===== src/hw/rtl/bqte_pkg.sv =====
package bqte_pkg;

    localparam int VALUE_WIDTH  = 32;
    localparam int MAX_BITS_DEF = 32;
    localparam int PREC_W       = 6;
    localparam int OFFSET_W     = 15;
    localparam int TOKEN_W      = 16;
    localparam int CFG_IDX_W    = 3;
    localparam int CFG_DW       = (VALUE_WIDTH > TOKEN_W) ? VALUE_WIDTH : TOKEN_W;
    localparam int ACC_W        = VALUE_WIDTH + 3;
    localparam logic [PREC_W-1:0] PREC_RESET = 6'd8;

    localparam logic [CFG_IDX_W-1:0] CFG_MIN_VALUE      = 3'd0;
    localparam logic [CFG_IDX_W-1:0] CFG_MAX_VALUE      = 3'd1;
    localparam logic [CFG_IDX_W-1:0] CFG_PRECISION_BITS = 3'd2;
    localparam logic [CFG_IDX_W-1:0] CFG_TOKEN_OFFSET   = 3'd3;
    localparam logic [CFG_IDX_W-1:0] CFG_RANGE_LOADED   = 3'd4;

    typedef struct packed {
        logic signed [VALUE_WIDTH-1:0] value;
        logic                          value_is_nan;
    } t_request;

    typedef struct packed {
        logic [TOKEN_W-1:0] token;
        logic               token_valid;
        logic               not_fitted;
        logic               last;
    } t_result;

    typedef struct packed {
        logic signed [VALUE_WIDTH-1:0] min_value;
        logic signed [VALUE_WIDTH-1:0] max_value;
        logic [PREC_W-1:0]             precision_bits;
        logic [OFFSET_W-1:0]           token_offset;
        logic                          range_loaded;
    } t_cfg;

    typedef enum logic [2:0] {
        S_IDLE,
        S_NAN,
        S_CMP_HI,
        S_CMP_LO,
        S_SPAN,
        S_INIT,
        S_STEP,
        S_DONE
    } t_state;

    function automatic logic [TOKEN_W-1:0] make_token(input logic [OFFSET_W-1:0] offset,
                                                      input logic [TOKEN_W-1:0] pos);
        make_token = {{(TOKEN_W-OFFSET_W){1'b0}}, offset} + TOKEN_W'(2) + pos;
    endfunction

endpackage


===== src/hw/rtl/bisection_quantizer_token_encoder.sv =====
// Channel    Direction  Handshake                 Payload
// request    in         start high, busy low      i_request (value, value_is_nan)
// result     out        o_strobe, one cycle       o_result (token, token_valid, not_fitted, last)
// config     in         i_cfg_valid, o_cfg_ready  i_cfg_index, i_cfg_data
//
// While busy is high, an in-range request passes CMP_HI, CMP_LO, SPAN, INIT, one STEP per
// precision bit (capped at MAX_BITS) and DONE; the special paths reach DONE sooner.
// The shared adder does one bound compare, setup step or bisection step per cycle.
// A found token is held pending until the next token or DONE, so the last flag is known when it is shown.
// Synchronous active-low reset clears the sequencer and restores register defaults.
// Results cannot be stalled; busy stays high until the final result is registered.
module bisection_quantizer_token_encoder #(
    parameter int MAX_BITS = bqte_pkg::MAX_BITS_DEF
) (
    input  logic                           i_clk,
    input  logic                           i_rst_n,
    input  logic                           start,
    output logic                           busy,
    input  bqte_pkg::t_request             i_request,
    output logic                           o_strobe,
    output bqte_pkg::t_result              o_result,
    input  logic                           i_cfg_valid,
    output logic                           o_cfg_ready,
    input  logic [bqte_pkg::CFG_IDX_W-1:0] i_cfg_index,
    input  logic [bqte_pkg::CFG_DW-1:0]    i_cfg_data
);

    localparam int W   = bqte_pkg::VALUE_WIDTH;
    localparam int EW  = bqte_pkg::ACC_W;
    localparam int TW  = bqte_pkg::TOKEN_W;
    localparam int CW  = $clog2(MAX_BITS + 1);
    localparam int PW  = $clog2(MAX_BITS + 2);
    localparam logic [CW-1:0] MAXB = CW'(MAX_BITS);

    bqte_pkg::t_cfg    w_cfg;
    bqte_pkg::t_state  r_state, n_state;
    bqte_pkg::t_result r_out, n_out;
    logic              r_strobe, n_strobe;
    logic              r_pend_valid, n_pend_valid;
    logic [PW-1:0]     r_pend_pos, n_pend_pos;
    logic [PW-1:0]     r_pos, n_pos;
    logic [CW-1:0]     r_cnt, n_cnt;
    logic signed [W-1:0]  r_v, n_v;
    logic signed [EW-1:0] r_e, n_e;
    logic signed [EW-1:0] r_span, n_span;

    logic signed [EW-1:0] w_a, w_b, w_sum;
    logic              w_sub, w_neg, w_zero;
    logic              w_emit;
    logic [PW-1:0]     w_emit_pos;
    logic [CW-1:0]     w_nsteps;
    logic [TW-1:0]     w_pend_ext;
    logic signed [EW-1:0] w_v_ext, w_lo_ext, w_hi_ext, w_e2;
    logic              w_bit;

    bqte_cfg u_cfg (
        .i_clk       (i_clk),
        .i_rst_n     (i_rst_n),
        .i_cfg_valid (i_cfg_valid),
        .o_cfg_ready (o_cfg_ready),
        .i_cfg_index (i_cfg_index),
        .i_cfg_data  (i_cfg_data),
        .o_cfg       (w_cfg)
    );

    bqte_alu #(.W(EW)) u_alu (
        .i_a    (w_a),
        .i_b    (w_b),
        .i_sub  (w_sub),
        .o_sum  (w_sum),
        .o_neg  (w_neg),
        .o_zero (w_zero)
    );

    assign w_v_ext    = {{(EW-W){r_v[W-1]}}, r_v};
    assign w_lo_ext   = {{(EW-W){w_cfg.min_value[W-1]}}, w_cfg.min_value};
    assign w_hi_ext   = {{(EW-W){w_cfg.max_value[W-1]}}, w_cfg.max_value};
    assign w_e2       = {r_e[EW-2:0], 1'b0};
    assign w_bit      = !r_e[EW-1] && (r_e != '0);
    assign w_nsteps   = (int'(w_cfg.precision_bits) > MAX_BITS) ? MAXB
                                                                : CW'(w_cfg.precision_bits);
    assign w_pend_ext = {{(TW-PW){1'b0}}, r_pend_pos};

    assign busy     = (r_state != bqte_pkg::S_IDLE);
    assign o_strobe = r_strobe;
    assign o_result = r_out;

    always_ff @(posedge i_clk) begin
        if (!i_rst_n) begin
            r_state      <= bqte_pkg::S_IDLE;
            r_strobe     <= 1'b0;
            r_pend_valid <= 1'b0;
        end else begin
            r_state      <= n_state;
            r_strobe     <= n_strobe;
            r_pend_valid <= n_pend_valid;
        end
    end

    always_ff @(posedge i_clk) begin
        r_out      <= n_out;
        r_pend_pos <= n_pend_pos;
        r_pos      <= n_pos;
        r_cnt      <= n_cnt;
        r_v        <= n_v;
        r_e        <= n_e;
        r_span     <= n_span;
    end

    always_comb begin
        n_state      = r_state;
        n_out        = r_out;
        n_strobe     = 1'b0;
        n_pend_valid = r_pend_valid;
        n_pend_pos   = r_pend_pos;
        n_pos        = r_pos;
        n_cnt        = r_cnt;
        n_v          = r_v;
        n_e          = r_e;
        n_span       = r_span;
        w_a          = w_hi_ext;
        w_b          = w_v_ext;
        w_sub        = 1'b1;
        w_emit       = 1'b0;
        w_emit_pos   = '0;

        case (r_state)
            bqte_pkg::S_IDLE: begin
                if (start) begin
                    n_v          = i_request.value;
                    n_pend_valid = 1'b0;
                    if (!w_cfg.range_loaded) begin
                        n_state = bqte_pkg::S_DONE;
                    end else if (i_request.value_is_nan) begin
                        w_emit     = 1'b1;
                        w_emit_pos = PW'(0);
                        n_state    = bqte_pkg::S_NAN;
                    end else begin
                        n_state = bqte_pkg::S_CMP_HI;
                    end
                end
            end
            bqte_pkg::S_NAN: begin
                w_emit     = 1'b1;
                w_emit_pos = PW'(1);
                n_state    = bqte_pkg::S_DONE;
            end
            bqte_pkg::S_CMP_HI: begin
                w_a = w_hi_ext;
                w_b = w_v_ext;
                if (w_neg) begin
                    w_emit     = 1'b1;
                    w_emit_pos = PW'(1);
                    n_state    = bqte_pkg::S_DONE;
                end else begin
                    n_state = bqte_pkg::S_CMP_LO;
                end
            end
            bqte_pkg::S_CMP_LO: begin
                w_a = w_v_ext;
                w_b = w_lo_ext;
                n_e = w_sum;
                if (w_neg || w_zero) begin
                    w_emit     = 1'b1;
                    w_emit_pos = PW'(0);
                    n_state    = bqte_pkg::S_DONE;
                end else begin
                    n_state = bqte_pkg::S_SPAN;
                end
            end
            bqte_pkg::S_SPAN: begin
                w_a     = w_hi_ext;
                w_b     = w_lo_ext;
                n_span  = w_sum;
                n_state = bqte_pkg::S_INIT;
            end
            bqte_pkg::S_INIT: begin
                w_a   = w_e2;
                w_b   = r_span;
                n_e   = w_sum;
                n_cnt = w_nsteps;
                n_pos = PW'(2);
                if (w_nsteps == '0) begin
                    n_state = bqte_pkg::S_DONE;
                end else begin
                    n_state = bqte_pkg::S_STEP;
                end
            end
            bqte_pkg::S_STEP: begin
                w_a        = w_e2;
                w_b        = r_span;
                w_sub      = w_bit;
                n_e        = w_sum;
                w_emit     = w_bit;
                w_emit_pos = r_pos;
                n_pos      = r_pos + PW'(1);
                n_cnt      = r_cnt - CW'(1);
                if (r_cnt == CW'(1)) begin
                    n_state = bqte_pkg::S_DONE;
                end
            end
            bqte_pkg::S_DONE: begin
                n_strobe = 1'b1;
                if (r_pend_valid) begin
                    n_out.token       = bqte_pkg::make_token(w_cfg.token_offset, w_pend_ext);
                    n_out.token_valid = 1'b1;
                    n_out.not_fitted  = 1'b0;
                end else begin
                    n_out.token       = '0;
                    n_out.token_valid = 1'b0;
                    n_out.not_fitted  = !w_cfg.range_loaded;
                end
                n_out.last   = 1'b1;
                n_pend_valid = 1'b0;
                n_state      = bqte_pkg::S_IDLE;
            end
            default: begin
                n_state = bqte_pkg::S_IDLE;
            end
        endcase

        if (w_emit) begin
            if (r_pend_valid) begin
                n_strobe          = 1'b1;
                n_out.token       = bqte_pkg::make_token(w_cfg.token_offset, w_pend_ext);
                n_out.token_valid = 1'b1;
                n_out.not_fitted  = 1'b0;
                n_out.last        = 1'b0;
            end
            n_pend_valid = 1'b1;
            n_pend_pos   = w_emit_pos;
        end
    end

    a_done_gives_last: assert property (@(posedge i_clk) disable iff (!i_rst_n)
        (r_state == bqte_pkg::S_DONE) |=> (r_strobe && r_out.last))
        else $error("final result missing after done state");

    a_empty_is_last: assert property (@(posedge i_clk) disable iff (!i_rst_n)
        (r_strobe && !r_out.token_valid) |-> (r_out.last && (r_out.token == '0)))
        else $error("empty result not marked last");

    a_start_sets_busy: assert property (@(posedge i_clk) disable iff (!i_rst_n)
        (start && !busy) |=> busy)
        else $error("accepted request did not raise busy");

    a_no_pending_idle: assert property (@(posedge i_clk) disable iff (!i_rst_n)
        (r_state == bqte_pkg::S_IDLE) |-> !r_pend_valid)
        else $error("pending token left behind in idle");

endmodule


===== src/hw/rtl/bqte_cfg.sv =====
module bqte_cfg (
    input  logic                              i_clk,
    input  logic                              i_rst_n,
    input  logic                              i_cfg_valid,
    output logic                              o_cfg_ready,
    input  logic [bqte_pkg::CFG_IDX_W-1:0]    i_cfg_index,
    input  logic [bqte_pkg::CFG_DW-1:0]       i_cfg_data,
    output bqte_pkg::t_cfg                    o_cfg
);

    bqte_pkg::t_cfg r_cfg;

    assign o_cfg_ready = 1'b1;
    assign o_cfg       = r_cfg;

    always_ff @(posedge i_clk) begin
        if (!i_rst_n) begin
            r_cfg.min_value      <= '0;
            r_cfg.max_value      <= '0;
            r_cfg.precision_bits <= bqte_pkg::PREC_RESET;
            r_cfg.token_offset   <= '0;
            r_cfg.range_loaded   <= 1'b0;
        end else if (i_cfg_valid) begin
            case (i_cfg_index)
                bqte_pkg::CFG_MIN_VALUE: begin
                    r_cfg.min_value <= i_cfg_data[bqte_pkg::VALUE_WIDTH-1:0];
                end
                bqte_pkg::CFG_MAX_VALUE: begin
                    r_cfg.max_value <= i_cfg_data[bqte_pkg::VALUE_WIDTH-1:0];
                end
                bqte_pkg::CFG_PRECISION_BITS: begin
                    r_cfg.precision_bits <= i_cfg_data[bqte_pkg::PREC_W-1:0];
                end
                bqte_pkg::CFG_TOKEN_OFFSET: begin
                    r_cfg.token_offset <= i_cfg_data[bqte_pkg::OFFSET_W-1:0];
                end
                bqte_pkg::CFG_RANGE_LOADED: begin
                    r_cfg.range_loaded <= i_cfg_data[0];
                end
                default: begin
                end
            endcase
        end
    end

endmodule


===== src/hw/rtl/bqte_alu.sv =====
module bqte_alu #(
    parameter int W = bqte_pkg::ACC_W
) (
    input  logic signed [W-1:0] i_a,
    input  logic signed [W-1:0] i_b,
    input  logic                i_sub,
    output logic signed [W-1:0] o_sum,
    output logic                o_neg,
    output logic                o_zero
);

    assign o_sum  = i_sub ? (i_a - i_b) : (i_a + i_b);
    assign o_neg  = o_sum[W-1];
    assign o_zero = (o_sum == '0);

endmodule

===== config.mk =====
export PLATFORM = sky130hd
export DESIGN_NAME = bisection_quantizer_token_encoder
export DESIGN_NICKNAME = d
export VERILOG_FILES = /design/src/hw/rtl/bqte_pkg.sv /design/src/hw/rtl/bisection_quantizer_token_encoder.sv /design/src/hw/rtl/bqte_cfg.sv /design/src/hw/rtl/bqte_alu.sv
export SDC_FILE = /design/constraint.sdc
export NUM_CORES = 1
export LEC_CHECK = 0
export ABC_AREA = 1
export BUFFER_PORTS_ARGS = -buffer_cell sky130_fd_sc_hd__buf_2
export CORE_ASPECT_RATIO = 0.9
export CORE_UTILIZATION = 30
export CTS_CLUSTER_SIZE = 30
export DETAILED_ROUTE_END_ITERATION = 10
export PLACE_DENSITY = 0.45
export SLEW_MARGIN = 40
export SYNTH_ARGS = -nofsm -noshare
export SYNTH_HDL_FRONTEND = slang
export SYNTH_HIERARCHICAL = 1
export SYNTH_SLANG_ARGS = --single-unit

===== constraint.sdc =====
create_clock -name i_clk -period 9.9 [get_ports i_clk]
set_clock_uncertainty 0.05 [all_clocks]
set_input_delay 1.98 -clock i_clk [delete_from_list [all_inputs] [get_ports i_clk]]
set_output_delay 1.98 -clock i_clk [all_outputs]
set_load 0.005 [all_outputs]

==> results of run 1 <==
[worst reg2reg max path, delay by kind of cell (launching register included)]
kind,cells,cell delay (ps)
fa+ha+maj,2,610
compound gates,2,510
simple gates,24,4290
flops,1,450
xor+xnor,1,190
buf+inv,6,1370
[power breakdown]
group / total (mW) / switching, mW / leakage [nW] / internal, mW
Sequential: 1.63 / 0.148 / 2.00 / 1.48
Combinational: 3.51 / 2.51 / 5.39 / 0.993
Clock: 0.922 / 0.405 / 0.389 / 0.517
[flip-flops by register name (all words and copies together) (netlist names)]
signal,cells
r_pos,6
r_e,35
r_pend_valid,1
r_pend_pos,6
r_cnt,6
r_state,3
o_result,19
u_cfg/o_cfg,86
r_span,35
r_v,32
o_strobe,1
[kinds of logic (layout without fill, tap and decap cells)]
family	count (synthesis)	in the layout
buffers and inverters	352	432
xor gates and xnor gates	39	39
DFF	230	230
adders and majority gates	52	52
AOI/OAI and AO/OA	159	159
other	1	1
and+or+nand+nor	1311	1311
[placed cells by master (no fill, tap or decap), types with 13 or more instances in the layout]
| cell type | instances |
|---|---|
| nor2_1 | 305 |
| inv_1 | 272 |
| xor2_1 | 29 |
| a22oi_1 | 31 |
| nand2_1 | 699 |
| ha_1 | 50 |
| clkbuf_16 | 26 |
| dfxtp_1 | 110 |
| nand3_1 | 208 |
| nand4_1 | 22 |
| edfxtp_1 | 120 |
| nor2_2 | 13 |
| a21oi_1 | 45 |
| nor3_1 | 16 |
| o21ai_0 | 54 |
| buf_2 | 92 |
[per-layer routing]
layer / track usage / wire length [µm] / part of all wire
met5: 0 / 0 / 0
met4: 0.03153 / 635 / 0.013
met3: 0.02882 / 2590 / 0.051
met2: 0.3176 / 22150 / 0.44
met1: 0.2922 / 25160 / 0.50
[how the worst min path moves through the flow]
stage / start / endpoint / slack, ps
after floorplan: u_cfg/o_cfg[2]$_SDFFE_PN0P_ / u_cfg/o_cfg[2]$_SDFFE_PN0P_ / 410
after global placement: o_result[0]$_DFF_P_ / o_result[0]$_DFF_P_ / 400
after detailed placement: o_result[2]$_DFF_P_ / o_result[2]$_DFF_P_ / 410
after CTS: o_result[2]$_DFF_P_ / o_result[2]$_DFF_P_ / 430
after global routing: o_result[2]$_DFF_P_ / o_result[2]$_DFF_P_ / 460
final: o_result[2]$_DFF_P_ / o_result[2]$_DFF_P_ / 430
[final cells by class]
class / count / area share
multi-input combinational: 1562 / 0.4520
inverter: 281 / 0.06396
sequential: 230 / 0.3520
timing repair buffer: 106 / 0.03588
clock buffer: 32 / 0.04385
clock inverter: 13 / 0.004931
tap: 624 / 0.04734
==> summary.md, run 1 <==
| Metric | Value |
|---|---|
| ANT nets after route | 0 |
| Cell area after synthesis | 0.01467 mm² |
| Total number of vias | roughly 14000 |
| CORE AREA | 0.04802 mm² |
| Final nets | 2330 |
| Detailed-route DRC error count | 0 |
| Fillers | approximately 5200 |
| Cell taking the most area after synthesis | edfxtp_1 |
| Ys flop type | edfxtp_1 |
| Setup total negative slack | 0 ps |
| CTS sink cnt | 230 |
| Reg clk slew, reported paths | 60 ps |
| Syn Area/Cell | between 6 and 7 µm² |
| Largest net degree at the start of global routing | 88 |
| Worst-margin pin slew | about 800 ps |
| Drt first pass iters | 5 |
| Gr usage total | 0.2007 |
| Final worst setup slack | between 2000 and 2500 ps |
| HPWL Detailed | a little under 40 mm |
| Synth-to-layout area growth | 12.39% |
| Reg2Reg Setup Slack | ~2100 ps |
| Post-synth EDFFs | 120 |
| CP max-delay cell | or2_2 |
| Worst hold slack | 426.2 ps |
| Worst setup endpoint | r_pend_pos[2]$_DFFE_PN_ |
| Adder and majority cell fraction of the synthesized area | 0.04536 |
| Slew Limit Fails | 0 |
| Yosys top cell area share | 0.2456 |
| R2R cell count | 35 |
| Worst hold path cell count | 2 |
| Critical Setup Path Class | flip-flop to flip-flop |
| Top cells by area, synth | edfxtp_1, nand2_1, dfxtp_1 |
| Register area | a little under 0.006 mm² |
| Reg2Reg Launch Point | r_state[2]$_SDFFE_PN0P_ |
| XOR/XNOR Fraction of Synth Area | 0.02328 |
| Grt total ovfl | 0 |
| Maximum vdd drop | around 0.17 mV |
| CP required | between 10000 and 15000 ps |
| Placed Cells | 2802 |
| Postcts setup bufs | 0 |
| First-pass GRT wire length | 76.19 mm |
| Drt total wl | around 51 mm |
| RSZ-0062 raised after global routing | false |
| CP dominant cell by count | nor2_1 |
| 1st-iter DRT viols | around 1100 |
| Crit path launch type | flip-flop |
| Wire length per cell | around 18 µm |
| Die height | 211.8 µm |
| Worst EP arrival | 7920 ps |
| Skew-Pair Late Insertion Delay | around 540 ps |
| Mux cell area share after synthesis | 0 |
| Num CTS Buffers | 25 |
| Footprint of the multi-input gates | between 0.007 and 0.008 mm² |
| Power Dens Cells | ~370 mW/mm² |
| TritonCTS clock tree | done |
| IO Pins | 94 |
| Layout cells sized above 1 | 0.09038 |
| Synth warnings | 6 |
| Die Area | between 0.04 and 0.05 mm² |
| CP Depth | 35 |
| Yosys reg bits | 230 |
| Worst R2R End | r_pend_pos[2]$_DFFE_PN_ |
| GPL Wtd Cong | slightly below 0.9 |
| Status | finished, final reports clean |
| IO Port Bufs | just over 90 |
| LEAKAGE | around 7.8 nW |
| Max-cap violation count | 0 |
| Vias/cell | roughly 4.8 |
| DIE WIDTH | roughly 240 µm |
| Fmax | approximately 130 MHz |
| Start point of the critical path | r_state[2]$_SDFFE_PN0P_ |
| H-tree Lvls | 1 |
| Clk buf depth | 3 |
| Critical-path maximum fanout | 36 |
| Post-CTS sizing | 0 |
| Final cell count without fillers | around 2800 |
| Worst path max stage delay | 670 ps |
| Top post-synthesis cells by count | nand2_1, nor2_1, inv_1 |
| PnR Total Power | about 6.1 mW |
| Final Instance Area | 0.01649 mm² |
| Initial Utilization | 0.3056 |
| Final setup vio count | 0 |
| Largest family of logic cells by synthesized area | simple AND/OR/NAND/NOR gates |
| Cells after synthesis | 2144 |
| Dpl cell area | around 0.016 mm² |
| Final Hold Violating Endpoints | 0 |
| Rows | 76 |
| Buf/Inv on CP | 6 |
| Post-synthesis sequential area ratio | 0.3956 |
| Layout Utilization | 0.3434 |
| Most numerous cell in the Yosys netlist | nand2_1 |
| Post-synthesis async set-or-reset flop share | 0 |
| CTS Root Cell | clkbuf_16 |
| Syn Nets | between 2000 and 2500 |
| Vias in the first global route | 12720 |
| Max-slew headroom | 0.4693 |
| Hold Crit Class | flip-flop to flip-flop |
| Count of cell types in the netlist | 46 |
| Hold Buf Count CTS | 0 |
| CP Capture Type | flip-flop |
| Top delay family on crit path | simple AND/OR/NAND/NOR gates |
| Synth Area in Simple Gates | 0.3725 |
| Ant. Diodes | 0 |
| Pre-CTS setup slack | about 2300 ps |
| Initial antenna violation count | 0 |
| Tcrit/Tclk final | 0.7863 |
| Post-synthesis compound-gate area fraction | 0.06480 |
| Final Critical Period | between 7000 and 8000 ps |
Note: power is estimated with default switching activity, not from simulation.
==> inputs of run 2 (changes only) <==
--- a/config.mk
+++ b/config.mk
@@ -11,7 +11,7 @@
 export CORE_UTILIZATION = 30
 export CTS_CLUSTER_SIZE = 30
 export DETAILED_ROUTE_END_ITERATION = 10
-export PLACE_DENSITY = 0.45
+export PLACE_DENSITY = 0.47
 export SLEW_MARGIN = 40
 export SYNTH_ARGS = -nofsm -noshare
 export SYNTH_HDL_FRONTEND = slang
==> constraint.sdc (replaced) <==
create_clock -name i_clk -period 7.1 [get_ports i_clk]
set_clock_uncertainty 0.05 [all_clocks]
set_input_delay 1.42 -clock i_clk [delete_from_list [all_inputs] [get_ports i_clk]]
set_output_delay 1.42 -clock i_clk [all_outputs]
set_load 0.005 [all_outputs]
==> summary.md, run 2 (same netlist as run 1, synthesis figures left out) <==
| Metric | Value |
|---|---|
| Status | finished, final reports clean |
| Clk buf depth | 3 (unchanged) |
| GPL Wtd Cong | 0.9242 (+4.9%) |
| Start point of the critical path | r_state[1]$_SDFFE_PN0P_ |
| R2R cell count | 34 (-2.9%) |
| Synth-to-layout area growth | 13.79% |
| RSZ-0062 raised after global routing | false |
| Setup total negative slack | 0 ps (unchanged) |
| Largest net degree at the start of global routing | 88 (unchanged) |
| Final nets | 2337 (+0.30%) |
| CP dominant cell by count | nor2_1 |
| CORE AREA | 0.04802 mm² (unchanged) |
| Max-slew headroom | 0.5464 (+0.07710) |
| Skew-Pair Late Insertion Delay | 560 ps (+20 ps) |
| Wire length per cell | 17.52 µm (-1.3%) |
| Hold Crit Class | flip-flop to flip-flop |
| Hold Buf Count CTS | 0 (unchanged) |
| Worst setup endpoint | r_pend_pos[1]$_DFFE_PN_ |
| Post-CTS sizing | 0 (unchanged) |
| Most frequent cells in the layout | nand2_1, nor2_1, inv_1 |
| ANT nets after route | 0 (unchanged) |
| IO Port Bufs | 92 (unchanged) |
| Drt total wl | 50.06 mm (-0.94%) |
| CTS sink cnt | 230 (unchanged) |
| Critical Setup Path Class | flip-flop to flip-flop |
| Postcts setup bufs | 0 (unchanged) |
| 1st-iter DRT viols | 1020 (-7.1%) |
| CP max-delay cell | dfxtp_1 |
| Fmax | 154.9 MHz (+21%) |
| Most common cell after layout, fill and taps aside | nand2_1 |
| Total number of vias | 13850 (+1.3%) |
| Initial antenna violation count | 0 (unchanged) |
| Vias in the first global route | 13040 (+2.5%) |
| Rows | 76 (unchanged) |
| CP Depth | 34 (-2.9%) |
| Max-cap violation count | 0 (unchanged) |
| IO Pins | 94 (unchanged) |
| Vias/cell | 4.846 (+0.94%) |
| HPWL Detailed | 39.08 mm (about the same) |
| Register area | 0.005807 mm² (about the same) |
| Worst R2R End | r_pend_pos[1]$_DFFE_PN_ |
| DIE WIDTH | 235.1 µm (unchanged) |
| Reg2Reg Setup Slack | 640 ps (-1470 ps) |
| Buf/Inv on CP | 5 (-1) |
| Final setup vio count | 0 (unchanged) |
| H-tree Lvls | 1 (unchanged) |
| Num CTS Buffers | 27 (+8.0%) |
| Grt total ovfl | 0 (unchanged) |
| Footprint of the multi-input gates | 0.007458 mm² (about the same) |
| Die height | 211.8 µm (unchanged) |
| Detailed-route DRC error count | 0 (unchanged) |
| Tcrit/Tclk final | 0.9095 (+0.1232) |
| Worst path max stage delay | 420 ps (-250 ps) |
| Die Area | 0.04980 mm² (unchanged) |
| Final Critical Period | 6458 ps (-1327 ps) |
| Critical-path maximum fanout | 32 (-11%) |
| First-pass GRT wire length | 76.20 mm (about the same) |
| Drt first pass iters | 5 (unchanged) |
| CP Capture Type | flip-flop |
| Layout Utilization | 0.3477 (+0.004273) |
| Initial Utilization | 0.3056 (unchanged) |
| Top delay family on crit path | simple AND/OR/NAND/NOR gates |
| Gr usage total | 0.1995 (-0.001222) |
| Ant. Diodes | 0 (unchanged) |
| Worst-margin pin slew | 680.4 ps (-114.8 ps) |
| Layout cells sized above 1 | 0.09400 (+0.003624) |
| CP required | 7260 ps (-2780 ps) |
| Power Dens Cells | 518.1 mW/mm² (+41%) |
| LEAKAGE | 7.886 nW (+1.3%) |
| Crit path launch type | flip-flop |
| CTS Root Cell | clkbuf_16 |
| Worst EP arrival | 6610 ps (-1310 ps) |
| Max FFs per register | 86 (unchanged) |
| Slew Limit Fails | 0 (unchanged) |
| TritonCTS clock tree | done |
| Final Hold Violating Endpoints | 0 (unchanged) |
| Fillers | 5180 (+0.37%) |
| Reg clk slew, reported paths | 60 ps (about the same) |
| Maximum vdd drop | 0.2154 mV (+27%) |
| Reg2Reg Launch Point | r_state[1]$_SDFFE_PN0P_ |
==> run 2: final cells by class <==
cell class	count	share of cell area
Inverter	281	0.06317
Multi-Input combinational cell	1562	0.4467
Tap cell	624	0.04676
Sequential cell	230	0.3478
Clock buffer	29	0.04091
Clock inverter	21	0.01499
Timing Repair Buffer	111	0.03972
==> run 2: how the worst min path moves through the flow <==
stage	start	endpoint	slack [ps]	depth (start not counted)
after global placement	u_cfg/o_cfg[79]$_SDFFE_PN0P_	u_cfg/o_cfg[79]$_SDFFE_PN0P_	420	2
after CTS	u_cfg/o_cfg[72]$_SDFFE_PN0P_	u_cfg/o_cfg[72]$_SDFFE_PN0P_	440	2
after floorplan	u_cfg/o_cfg[2]$_SDFFE_PN0P_	u_cfg/o_cfg[2]$_SDFFE_PN0P_	410	2
final	o_result[0]$_DFF_P_	o_result[0]$_DFF_P_	430	1
after detailed placement	u_cfg/o_cfg[72]$_SDFFE_PN0P_	u_cfg/o_cfg[72]$_SDFFE_PN0P_	420	2
after global routing	o_result[0]$_DFF_P_	o_result[0]$_DFF_P_	450	1
==> run 2: metrics by stage <==
stage	hold WS [ps]	instance area [µm²]	total power [mW]	std cells	setup WS, ps
floorplan	405.0	14670	5.615	2144	693.3
global placement	415.6	15700	7.168	2806	668.3
detailed placement	423.0	15760	7.177	2808	714.9
CTS	435.3	16690	8.687	2858	683.5
global route	451.0	16700	9.357	2858	23.91
finish	430.5	16700	8.651	2858	642.2
==> run 2: metal layers <==
| metal | GRT usage | wire length, µm |
|---|---|---|
| met5 | 0 | 0 |
| met4 | 0.04900 | 1183 |
| met3 | 0.02895 | 2743 |
| met2 | 0.3130 | 21630 |
| met1 | 0.2861 | 24510 |
==> run 2: where the power goes <==
group / total (mW) / leakage (nW) / internal, mW / switching [mW]
combinational: 4.89 / 5.43 / 1.39 / 3.49
clock: 1.47 / 0.454 / 0.882 / 0.587
sequential: 2.29 / 2.01 / 2.06 / 0.228
==> inputs of run 3 (changes only) <==
--- a/config.mk
+++ b/config.mk
@@ -7,7 +7,7 @@
 export LEC_CHECK = 0
 export ABC_AREA = 1
 export BUFFER_PORTS_ARGS = -buffer_cell sky130_fd_sc_hd__buf_2
-export CORE_ASPECT_RATIO = 0.9
+export CORE_ASPECT_RATIO = 1.5
 export CORE_UTILIZATION = 30
 export CTS_CLUSTER_SIZE = 30
 export DETAILED_ROUTE_END_ITERATION = 10
==> summary.md, run 3 (same netlist as run 1, synthesis figures left out) <==
| Metric | Value |
|---|---|
| R2R cell count | 33 (-2.9%) |
| H-tree Lvls | 1 (unchanged) |
| CTS Root Cell | clkbuf_16 |
| CP Capture Type | flip-flop |
| Rows | 98 (+29%) |
| Most common cell after layout, fill and taps aside | nand2_1 |
| Worst-margin pin slew | 771.4 ps (+90.91 ps) |
| Max-cap violation count | 0 (unchanged) |
| Postcts setup bufs | 0 (unchanged) |
| Maximum vdd drop | 0.1558 mV (-28%) |
| Initial antenna violation count | 0 (unchanged) |
| IO Pins | 94 (unchanged) |
| Vias/cell | 4.730 (-2.4%) |
| PnR Total Power | 8.676 mW (+0.28%) |
| Layout Utilization | 0.3502 (+0.002520) |
| HPWL Detailed | 40.70 mm (+4.2%) |
| Min-delay src | o_result[0]$_DFF_P_ |
| Reg clk slew, reported paths | 60 ps (about the same) |
| Ant. Diodes | 0 (unchanged) |
| Max FFs per register | 86 (unchanged) |
| Power Dens Cells | 516.7 mW/mm² (-0.28%) |
| CP max-delay cell | dfxtp_1 |
| Synth-to-layout area growth | 14.43% |
| Die Area | 0.04982 mm² (about the same) |
| Most frequent cells in the layout | nand2_1, nor2_1, inv_1 |
| Hold Crit Class | flip-flop to flip-flop |
| Reg2Reg Launch Point | r_state[2]$_SDFFE_PN0P_ |
| Initial Utilization | 0.3061 (+0.0004944) |
| Die height | 272.9 µm (+29%) |
| DIE WIDTH | 182.6 µm (-22%) |
| CTS sink cnt | 230 (unchanged) |
| Wire length per cell | 17.73 µm (+1.2%) |
| Tcrit/Tclk final | 0.9252 (+0.01562) |
| Critical-path maximum fanout | 20 (-38%) |
| 1st-iter DRT viols | 849 (-17%) |
| Worst R2R End | r_pend_pos[3]$_DFFE_PN_ |
| Final Hold Violating Endpoints | 0 (unchanged) |
| GPL Wtd Cong | 0.9383 (+1.5%) |
| LEAKAGE | 7.923 nW (+0.46%) |
| Final setup vio count | 0 (unchanged) |
| CORE AREA | 0.04794 mm² (-0.16%) |
| Status | finished, final reports clean |
| Fmax | 152.2 MHz (-1.7%) |
| Clk buf depth | 3 (unchanged) |
| Drt total wl | 51.28 mm (+2.4%) |
| Final nets | 2346 (+0.39%) |
| CP required | 7250 ps (about the same) |
| RSZ-0062 raised after global routing | false |
| Hold EP | o_result[0]$_DFF_P_ |
| Worst path max stage delay | 460 ps (+40 ps) |
| Final Critical Period | 6569 ps (+110.9 ps) |
| Worst EP arrival | 6720 ps (+110 ps) |
| Layout cells sized above 1 | 0.09723 (+0.003233) |
| CP dominant cell by count | nand2_1 |
| IO Port Bufs | 92 (unchanged) |
| Total number of vias | 13680 (-1.2%) |
| Post-CTS sizing | 0 (unchanged) |
| Critical Setup Path Class | flip-flop to flip-flop |
| Gr usage total | 0.2061 (+0.006625) |
| Num CTS Buffers | 26 (-3.7%) |
| Detailed-route DRC error count | 0 (unchanged) |
| Crit path launch type | flip-flop |
| First-pass GRT wire length | 78.44 mm (+2.9%) |
| Max-slew headroom | 0.4852 (-0.06116) |
| Skew-Pair Late Insertion Delay | 550 ps (about the same) |
| TritonCTS clock tree | done |
| Setup total negative slack | 0 ps (unchanged) |
| Drt first pass iters | 5 (unchanged) |
| Grt total ovfl | 0 (unchanged) |
| Slew Limit Fails | 0 (unchanged) |
| ANT nets after route | 0 (unchanged) |
| Reg2Reg Setup Slack | 530 ps (-110 ps) |
| Hold Buf Count CTS | 0 (unchanged) |
| Worst hold path cell count | 1 (unchanged) |
| Largest net degree at the start of global routing | 88 (unchanged) |
| Vias in the first global route | 13630 (+4.5%) |
## run 3: cell count changes in the layout (fill, tap and decap cells not counted), sizes merged
cell / change
bufinv: -1
clkinvlp: +1
clkinv: -7
clkbuf: +5
buf: +10
## run 3: layer usage
| metal | global-route usage | vias up | part of all wire |
|---|---|---|---|
| li1 | - | 6974 | - |
| met1 | 0.2395 | 6272 | 0.41 |
| met2 | 0.3875 | 346 | 0.52 |
| met3 | 0.01626 | 88 | 0.037 |
| met4 | 0.07983 | 0 | 0.037 |
| met5 | 0 | - | 0 |
## run 3: worst max path at each step
stage	from	to	slack [ps]
floorplan	r_state[2]$_SDFFE_PN0P_	r_pend_pos[0]$_DFFE_PN_	690
global placement	r_state[2]$_SDFFE_PN0P_	r_pend_pos[3]$_DFFE_PN_	620
detailed placement	r_state[2]$_SDFFE_PN0P_	r_pend_pos[3]$_DFFE_PN_	640
CTS	r_state[2]$_SDFFE_PN0P_	r_pend_pos[3]$_DFFE_PN_	610
global route	r_state[1]$_SDFFE_PN0P_	r_pend_pos[3]$_DFFE_PN_	90
finish	r_state[2]$_SDFFE_PN0P_	r_pend_pos[3]$_DFFE_PN_	530
## run 3: power by group
group / total, mW / leakage, nW / switching, mW / internal (mW)
Sequential: 2.26 / 2.00 / 0.194 / 2.06
Combinational: 4.96 / 5.47 / 3.52 / 1.44
Clock: 1.46 / 0.444 / 0.589 / 0.875
## run 3: per-stage QoR
stage | cell area, µm² | setup slack, ps | instances | hold WS [ps]
floorplan | 14670 | 693.3 | 2144 | 405.0
global placement | 15810 | 624.7 | 2842 | 399.0
detailed placement | 15870 | 637.2 | 2844 | 408.6
CTS | 16790 | 608.2 | 2892 | 423.5
global route | 16790 | 87.12 | 2892 | 446.0
finish | 16790 | 531.3 | 2892 | 416.6
## run 3: layout make-up
class	count	area (µm²)
Fill cell	5125	31150
Multi-Input combinational cell	1562	7463
Sequential cell	230	5806
Inverter	281	1055
Tap cell	650	813.3
Timing Repair Buffer	121	738.2
Clock buffer	34	733.2
Clock inverter	14	182.7
## run 3: critical path, delay by kind of cell, from the launching register on
family	cells	cell delay, ps
and+or+nand+nor	24	3790
DFF	1	460
buffers and inverters	4	630
xor gates and xnor gates	1	180
AOI/OAI and AO/OA	2	520
adders and majority gates	2	580
